**src/sv/assert_macros.svh**
```systemverilog
// Assertion macros shared by the RTL of the breathing ramp generator.
`ifndef ASSERT_MACROS_SVH
`define ASSERT_MACROS_SVH

// Same-cycle implication, checked out of reset.
`define ASSERT_SAME(label, clk, rstn, ante, cons) \
    label: assert property (@(posedge clk) disable iff (!rstn) (ante) |-> (cons)) \
        else $error("assertion failed");

// Next-cycle implication, checked out of reset.
`define ASSERT_NEXT(label, clk, rstn, ante, cons) \
    label: assert property (@(posedge clk) disable iff (!rstn) (ante) |=> (cons)) \
        else $error("assertion failed");

`endif

```
**src/sv/lbrg_pkg.sv**
```systemverilog
// Types and constants of the LED breathing ramp generator.
package lbrg_pkg;

    localparam int DEF_CHANNELS   = 4;
    localparam int LEVEL_W        = 8;
    localparam int CHAN_FIELD_W   = 2;
    localparam int MASK_W         = 4;
    localparam int IN_TDATA_W     = 48;
    localparam int OUT_TDATA_W    = 24;
    localparam int CFG_INDEX_W    = 1;
    localparam int CFG_DATA_W     = 8;

    localparam logic [LEVEL_W-1:0] FULL_SCALE_RESET = 8'd100;

    // register indexes on the configuration port
    localparam logic [CFG_INDEX_W-1:0] REG_ACTIVE_LOW_MASK = 1'd0;
    localparam logic [CFG_INDEX_W-1:0] REG_FULL_SCALE      = 1'd1;

    // item operations
    localparam logic OP_START = 1'b0;
    localparam logic OP_TICK  = 1'b1;

    // pin drive codes
    localparam logic [1:0] PIN_LOW  = 2'd0;
    localparam logic [1:0] PIN_HIGH = 2'd1;
    localparam logic [1:0] PIN_PWM  = 2'd2;

    // one channel entry of the state memory
    typedef struct packed {
        logic [LEVEL_W-1:0] low_bound;
        logic [LEVEL_W-1:0] high_bound;
        logic [LEVEL_W-1:0] step_size;
        logic [LEVEL_W-1:0] delay_reload;
        logic [LEVEL_W-1:0] turns_left;
        logic [LEVEL_W-1:0] current_level;
        logic               rising;
        logic [LEVEL_W-1:0] ticks_left;
        logic               running;
    } chan_state_t;

    typedef struct packed {
        logic                    operation;
        logic [CHAN_FIELD_W-1:0] channel;
        logic [LEVEL_W-1:0]      ramp_min;
        logic [LEVEL_W-1:0]      ramp_max;
        logic [LEVEL_W-1:0]      ramp_step;
        logic [LEVEL_W-1:0]      tick_delay;
        logic [LEVEL_W-1:0]      repeat_count;
    } item_t;

endpackage

```
**src/sv/led_breathing_ramp_generator_top.sv**
```systemverilog
// LED breathing ramp generator: per-channel triangle ramps kept in one state memory.
// Each input beat takes two steps: the accept edge reads the channel entry from the
// state memory into a register, and the ST_CALC edge computes the ramp step, writes the entry
// back and loads the output register. The output register frees the input side, so a new
// beat is taken while a result waits; the compute cycle stalls only while the output
// register still holds an untaken result. Entries read as zero until first written.
module led_breathing_ramp_generator_top #(
    parameter int CHANNELS = lbrg_pkg::DEF_CHANNELS
) (
    input  logic                               aclk,
    input  logic                               aresetn,
    // channel[1:0], ramp_min[9:2], ramp_max[17:10], ramp_step[25:18],
    // tick_delay[33:26], repeat_count[41:34], zero fill
    input  logic [lbrg_pkg::IN_TDATA_W-1:0]    s_tdata,
    // operation
    input  logic                               s_tuser,
    input  logic                               s_tvalid,
    output logic                               s_tready,
    // out_channel[1:0], level[9:2], duty[17:10], pin_mode[19:18], updated[20],
    // complete[21], zero fill
    output logic [lbrg_pkg::OUT_TDATA_W-1:0]   m_tdata,
    output logic                               m_tvalid,
    input  logic                               m_tready,
    input  logic                               cfg_valid,
    output logic                               cfg_ready,
    input  logic [lbrg_pkg::CFG_INDEX_W-1:0]   cfg_index,
    input  logic [lbrg_pkg::CFG_DATA_W-1:0]    cfg_data
);
    import lbrg_pkg::*;

    localparam int CH_W = (CHANNELS > 1) ? $clog2(CHANNELS) : 1;
    localparam logic [4:0] CH_LIMIT = 5'(CHANNELS);

    typedef enum logic {ST_IDLE, ST_CALC} state_t;

    state_t                  state_reg, state_next;
    item_t                   item_reg, item_next;
    logic [MASK_W-1:0]       active_low_mask_reg;
    logic [LEVEL_W-1:0]      full_scale_reg;
    logic [CHANNELS-1:0]     valid_reg;
    logic                    rd_valid_reg;
    logic                    m_tvalid_reg, m_tvalid_next;
    logic [OUT_TDATA_W-1:0]  m_tdata_reg, m_tdata_next;

    chan_state_t             mem [CHANNELS];
    chan_state_t             rd_entry_reg;

    logic                    in_fire;
    logic                    calc_fire;
    logic [CH_W-1:0]         rd_idx;
    logic [CH_W-1:0]         wr_idx;
    logic                    chan_ok;

    chan_state_t             cur;
    chan_state_t             nxt;
    logic [LEVEL_W-1:0]      lvl;
    logic [LEVEL_W-1:0]      stepped;
    logic [LEVEL_W-1:0]      v;
    logic [LEVEL_W-1:0]      duty;
    logic [1:0]              pin_mode;
    logic                    upd;
    logic                    done;
    logic                    turn;
    logic                    start_ok;

    assign s_tready  = (state_reg == ST_IDLE);
    assign cfg_ready = 1'b1;
    assign m_tvalid  = m_tvalid_reg;
    assign m_tdata   = m_tdata_reg;

    assign in_fire   = s_tvalid && s_tready;
    assign calc_fire = (state_reg == ST_CALC) && (!m_tvalid_reg || m_tready);
    assign rd_idx    = CH_W'(s_tdata[CHAN_FIELD_W-1:0]);
    assign wr_idx    = CH_W'(item_reg.channel);
    assign chan_ok   = {3'b000, item_reg.channel} < CH_LIMIT;

    always_comb begin
        item_next.operation    = s_tuser;
        item_next.channel      = s_tdata[1:0];
        item_next.ramp_min     = s_tdata[9:2];
        item_next.ramp_max     = s_tdata[17:10];
        item_next.ramp_step    = s_tdata[25:18];
        item_next.tick_delay   = s_tdata[33:26];
        item_next.repeat_count = s_tdata[41:34];
    end

    // ramp update for the addressed channel
    always_comb begin
        cur      = rd_valid_reg ? rd_entry_reg : '0;
        nxt      = cur;
        lvl      = cur.current_level;
        stepped  = '0;
        upd      = 1'b0;
        done     = 1'b1;
        turn     = 1'b0;
        start_ok = (item_reg.ramp_min < item_reg.ramp_max) && (item_reg.ramp_step != '0)
                   && (item_reg.tick_delay != '0);
        if (item_reg.operation == OP_START) begin
            lvl               = item_reg.ramp_min;
            upd               = 1'b1;
            done              = !start_ok;
            nxt.current_level = item_reg.ramp_min;
            nxt.running       = start_ok;
            nxt.low_bound     = item_reg.ramp_min;
            if (start_ok) begin
                nxt.rising       = 1'b1;
                nxt.high_bound   = item_reg.ramp_max;
                nxt.step_size    = item_reg.ramp_step;
                nxt.delay_reload = item_reg.tick_delay;
                nxt.turns_left   = item_reg.repeat_count;
                nxt.ticks_left   = item_reg.tick_delay;
            end else begin
                nxt.high_bound   = item_reg.ramp_min;
                nxt.delay_reload = '0;
            end
        end else if (!cur.running) begin
            done = 1'b1;
        end else if (cur.ticks_left > 8'd1) begin
            nxt.ticks_left = cur.ticks_left - 8'd1;
            done           = 1'b0;
        end else begin
            upd  = 1'b1;
            done = 1'b0;
            if (cur.rising) begin
                stepped = cur.current_level + cur.step_size;
                lvl     = stepped;
                if (stepped > cur.high_bound) begin
                    lvl        = cur.high_bound - cur.step_size;
                    nxt.rising = 1'b0;
                    turn       = 1'b1;
                end
            end else begin
                stepped = cur.current_level - cur.step_size;
                lvl     = stepped;
                // a wrap below zero is caught only when it lands above the high bound
                if (stepped < cur.low_bound || stepped > cur.high_bound) begin
                    lvl        = cur.low_bound + cur.step_size;
                    nxt.rising = 1'b1;
                    turn       = 1'b1;
                end
            end
            if (turn && cur.turns_left != '0) begin
                nxt.turns_left = cur.turns_left - 8'd1;
                done           = (cur.turns_left == 8'd1);
            end
            if (done) begin
                lvl              = cur.low_bound;
                nxt.running      = 1'b0;
                nxt.delay_reload = '0;
                nxt.ticks_left   = '0;
            end else begin
                nxt.ticks_left = cur.delay_reload;
            end
            nxt.current_level = lvl;
        end

        // pin mapping
        v = active_low_mask_reg[item_reg.channel] ? (full_scale_reg - lvl) : lvl;
        if (v == '0) begin
            pin_mode = PIN_LOW;
            duty     = '0;
        end else if (v >= full_scale_reg) begin
            pin_mode = PIN_HIGH;
            duty     = full_scale_reg;
        end else begin
            pin_mode = PIN_PWM;
            duty     = v;
        end

        if (!chan_ok) begin
            lvl      = '0;
            duty     = '0;
            pin_mode = PIN_LOW;
            upd      = 1'b0;
            done     = 1'b1;
        end

        m_tdata_next = {2'b00, done, upd, pin_mode, duty, lvl, item_reg.channel};
    end

    always_comb begin
        state_next    = state_reg;
        m_tvalid_next = m_tvalid_reg;
        if (m_tready) begin
            m_tvalid_next = 1'b0;
        end
        case (state_reg)
            ST_IDLE: begin
                if (in_fire) begin
                    state_next = ST_CALC;
                end
            end
            ST_CALC: begin
                if (calc_fire) begin
                    state_next    = ST_IDLE;
                    m_tvalid_next = 1'b1;
                end
            end
            default: state_next = ST_IDLE;
        endcase
    end

    // state memory: one read port at accept, one write port at writeback
    always_ff @(posedge aclk) begin
        if (calc_fire && chan_ok) begin
            mem[wr_idx] <= nxt;
        end
        if (in_fire) begin
            rd_entry_reg <= mem[rd_idx];
        end
    end

    always_ff @(posedge aclk) begin
        if (!aresetn) begin
            state_reg           <= ST_IDLE;
            m_tvalid_reg        <= 1'b0;
            valid_reg           <= '0;
            rd_valid_reg        <= 1'b0;
            active_low_mask_reg <= '0;
            full_scale_reg      <= FULL_SCALE_RESET;
        end else begin
            state_reg    <= state_next;
            m_tvalid_reg <= m_tvalid_next;
            if (in_fire) begin
                item_reg     <= item_next;
                rd_valid_reg <= valid_reg[rd_idx];
            end
            if (calc_fire) begin
                m_tdata_reg <= m_tdata_next;
                if (chan_ok) begin
                    valid_reg[wr_idx] <= 1'b1;
                end
            end
            if (cfg_valid && cfg_ready) begin
                case (cfg_index)
                    REG_ACTIVE_LOW_MASK: active_low_mask_reg <= cfg_data[MASK_W-1:0];
                    REG_FULL_SCALE:      full_scale_reg      <= cfg_data;
                    default: ;
                endcase
            end
        end
    end

`include "assert_macros.svh"

    `ASSERT_NEXT(a_two_cycle_item, aclk, aresetn, in_fire, !s_tready)
    `ASSERT_SAME(a_no_bad_mode, aclk, aresetn, m_tvalid, m_tdata[19:18] != 2'b11)
    `ASSERT_SAME(a_high_full, aclk, aresetn, m_tvalid && m_tdata[19:18] == PIN_HIGH,
                 m_tdata[17:10] == full_scale_reg)
    `ASSERT_SAME(a_pwm_range, aclk, aresetn, m_tvalid && m_tdata[19:18] == PIN_PWM,
                 m_tdata[17:10] != '0 && m_tdata[17:10] < full_scale_reg)

endmodule
```
**config.mk**
```make
export PLATFORM = sky130hd
export DESIGN_NAME = led_breathing_ramp_generator_top
export DESIGN_NICKNAME = d
export VERILOG_FILES = /design/src/sv/lbrg_pkg.sv /design/src/sv/led_breathing_ramp_generator_top.sv
export VERILOG_INCLUDE_DIRS = /design/src /design/src/sv
export SDC_FILE = /design/constraint.sdc
export NUM_CORES = 1
export LEC_CHECK = 0
export BUFFER_PORTS_ARGS = -buffer_cell sky130_fd_sc_hd__buf_2
export CAP_MARGIN = 20
export CORE_MARGIN = 1
export CORE_UTILIZATION = 60
export DETAILED_ROUTE_END_ITERATION = 10
export PLACE_DENSITY_LB_ADDON = 0.12
export REMOVE_ABC_BUFFERS = 1
export SLEW_MARGIN = 20
export SYNTH_ARGS = -nofsm -noshare
export SYNTH_HDL_FRONTEND = slang
export SYNTH_SLANG_ARGS = --single-unit
```
**constraint.sdc**
```tcl
create_clock -name aclk -period 12.8 [get_ports aclk]
set_clock_uncertainty 0.15 [all_clocks]
set_input_delay 0.64 -clock aclk [delete_from_list [all_inputs] [get_ports aclk]]
set_output_delay 0.64 -clock aclk [all_outputs]
set_load 0.02 [all_outputs]
```
==> flow_metrics.env <==
export IMPL_crit_top_cell="ha_1"
export IMPL_synth_top_area_share_pct=60.4
export IMPL_setup_viol_count_final=0
export IMPL_detail_route_wirelength_mm=38.4
export IMPL_holdBufCountCts=0
export IMPL_crit_buf_inv=2
export IMPL_cts_max_level=2
export IMPL_reg2reg_to="m_tdata[17]"
export IMPL_fin_hold_ws_ns=0.133
export IMPL_finalSetupTns_ns=0
export IMPL_hpwlAfterDp_mm=24.5
export IMPL_min_period_over_period_pct=79.0
export IMPL_postSynth_asyncResetShare_pct=0
export IMPL_rrSetupSlack_ns=2.69
export IMPL_cts_tree="built"
export IMPL_start_util_pct=61.2
export IMPL_leakage_nw=7.22
export IMPL_layout_min_cycle_time_ns=10.11
export IMPL_post_drt_wl_per_cell_um=21.9
export IMPL_slew_viol_final=0
export IMPL_yosysTopAreaCell="edfxtp_1"
export IMPL_dr_total_vias=10700
export IMPL_core_um2=28900
export IMPL_ant_nets=0
export IMPL_die_area_um2=30100
export IMPL_route_detailed_drc=0
export IMPL_slowest_delay_ns=0.87
export IMPL_rsz0062_at_grt="false"
export IMPL_hold_viol=0
export IMPL_ctsRootBufferMaster="clkbuf_16"
export IMPL_ys_warn_count=0
export IMPL_max_vdd_ir_drop_mv=0.114
export IMPL_finalNetCount=1472
export IMPL_drt_iter0_drc=926
export IMPL_synth_area_um2=17700
export IMPL_syn_avg_cell_area_um2=14.1
export IMPL_cp_max_fo=60
export IMPL_fmax_mhz=98.9
export IMPL_cts_max_path_buffers=3
export IMPL_crit_arrival_ns=10.32
export IMPL_critPathLaunchType="register"
export IMPL_critPathLaunch="rd_valid_reg"
export IMPL_r2r_start="rd_valid_reg"
export IMPL_path_clk_slew_ns=0.06
export IMPL_portBuffers=80
export IMPL_nFillCells=2014
export IMPL_die_x_um=174
export IMPL_ioPinCount=90
export IMPL_worstSetupEndpointType="register"
export IMPL_gr_usage_all_layers_pct=26.2
export IMPL_synthToLayoutAreaGrowth_pct=11.1
export IMPL_cp_num_cells=34
export IMPL_die_h_um=174
export IMPL_post_cts_buffers=0
export IMPL_grt_pass1_wl_mm=60.3
export IMPL_fp_row_count=62
export IMPL_synth_edff_count=355
export IMPL_grt_max_degree=65
export IMPL_ys_seq_elements=374
export IMPL_clock_sinks=374
export IMPL_cts_buffers=38
export IMPL_ys_flop_type="edfxtp_1"
export IMPL_worstRegToRegCells=34
export IMPL_cts_resized=0
export IMPL_slew_limit_headroom_pct=28.0
export IMPL_antenna_found_initial=2
export IMPL_cp_required_ns=13.01
export IMPL_final_common_cell="edfxtp_1"
export IMPL_firstDrtPassIters=5
export IMPL_gp_congestion=0.904
export IMPL_crit_end="m_tdata[17]"
export IMPL_power_density_nw_per_um2=139
export IMPL_insertion_delay_ns=0.53
export IMPL_synth_area_leaders="edfxtp_1 (60%), mux4_2 (7.5%), ha_1 (5.0%)"
export IMPL_syn_inst=1251
export IMPL_synth_seq_area_share_pct=62.5
export IMPL_maxCapViolations=0
export IMPL_outcome="complete, no violations"
export IMPL_grt_pass1_vias=10800
export IMPL_globalRoute_totalOverflow=0
export IMPL_drive_gt1_share_pct=18.5
export IMPL_hold_path_class="primary input to register"
export IMPL_ys_types=88
export IMPL_tightest_slew_ns=1.07
export IMPL_final_cell_mix="edfxtp_1 (355), nand2_1 (121), buf_2 (79)"
export IMPL_crit_family="compound AO/OA/AOI/OAI gates"
export IMPL_largest_reg_flops=232
export IMPL_critPathSlowestCell="o31ai_1"
export IMPL_critPathKind="register to register"
export IMPL_viasPerCell=6.14
[routing by layer]
layer,vias up,global-route usage [%],share of wire (%)
li1,4986,-,-
met1,5314,38.7,45
met2,358,41.1,47
met3,65,4.14,6.2
met4,2,6.69,2.1
met5,-,0,0.021
[cells in the mapped netlist (all sizes together), types with 3 or more instances]
master / count
a21boi: 7
xor2: 15
nand2b: 12
a21oi: 66
mux2: 8
inv: 74
nor4: 7
o31ai: 8
mux4: 59
buf: 21
a211o: 4
a32oi: 5
o21a: 12
clkbuf: 34
dfxtp: 19
o21ai: 53
a211oi: 14
edfxtp: 355
a22o: 26
a221oi: 4
ha: 71
o21bai: 6
a21o: 10
a2111oi: 3
o2bb2ai: 3
a31oi: 18
and3: 7
nand3: 12
nor2: 51
maj3: 5
nand4: 6
nor2b: 18
nand2: 121
mux2i: 12
nor3: 9
o22ai: 5
o211ai: 14
and2: 15
o221ai: 3
xnor2: 20
or3: 5
[cell type report]
| cell class | count | area (µm²) | share of cell area [%] |
|---|---|---|---|
| clock buffers | 47 | 1010 | 5.13 |
| multi-input cells | 748 | 6120 | 31.2 |
| clock inverters | 20 | 143 | 0.727 |
| inverters | 74 | 278 | 1.42 |
| diodes | 1 | 2.50 | 0.0128 |
| well taps | 384 | 480 | 2.45 |
| flip-flops and latches | 374 | 11000 | 56.3 |
| repair buffers | 100 | 553 | 2.82 |
[cells by family after synthesis]
kind of cell | share of synthesized area [%]
muxes | 8.71
other | 0.0425
and+or+nand+nor | 7.19
xor gates and xnor gates | 2.00
AOI/OAI and AO/OA | 10.9
adders and majority gates | 5.55
buffers and inverters | 3.06
DFF | 62.5
[report_power, final]
part           total, mW  switching, mW  internal, mW
combinational      0.278          0.172         0.106
sequential          1.42         0.0247          1.39
clock               1.03          0.447         0.582
total               2.72          0.644          2.08
[how the worst min path moves through the flow]
stage	from	end	slack, ns	depth (start not counted)
detailed placement	valid_reg[3]	valid_reg[3]	0.30	1
finish	s_tdata[39]	item_reg[5]	0.13	1
floorplan	valid_reg[2]	valid_reg[2]	0.29	1
global route	s_tdata[11]	item_reg[25]	0.11	1
global placement	valid_reg[3]	valid_reg[3]	0.30	1
CTS	s_tdata[38]	item_reg[4]	0.12	1
[stage by stage]
| step | instance area [µm²] | utilization (%) | cells | setup WS (ns) | power (mW) |
|---|---|---|---|---|---|
| 3_3_place_gp | 18500 | 64.0 | 1680 | 2.91 | 1.71 |
| 5_1_grt | 19600 | 68.0 | 1748 | 1.92 | 2.82 |
| 4_1_cts | 19600 | 68.0 | 1747 | 2.72 | 2.74 |
| 6_report | 19600 | 68.0 | 1748 | 2.69 | 2.72 |
| 2_1_floorplan | 17400 | - | 1196 | 3.89 | 1.62 |
| 3_5_place_dp | 18500 | 64.0 | 1680 | 2.79 | 1.72 |
[worst register-to-register path, delay by kind of cell, from the launching register on]
family,cells,cell delay [ns]
AOI/OAI and AO/OA,14,4.58
adders and majority gates,7,2.43
and+or+nand+nor,9,1.15
buffers and inverters,2,0.72
DFF,1,0.62
xor gates and xnor gates,2,0.32
No activity file was read; power rests on OpenSTA's default activity.
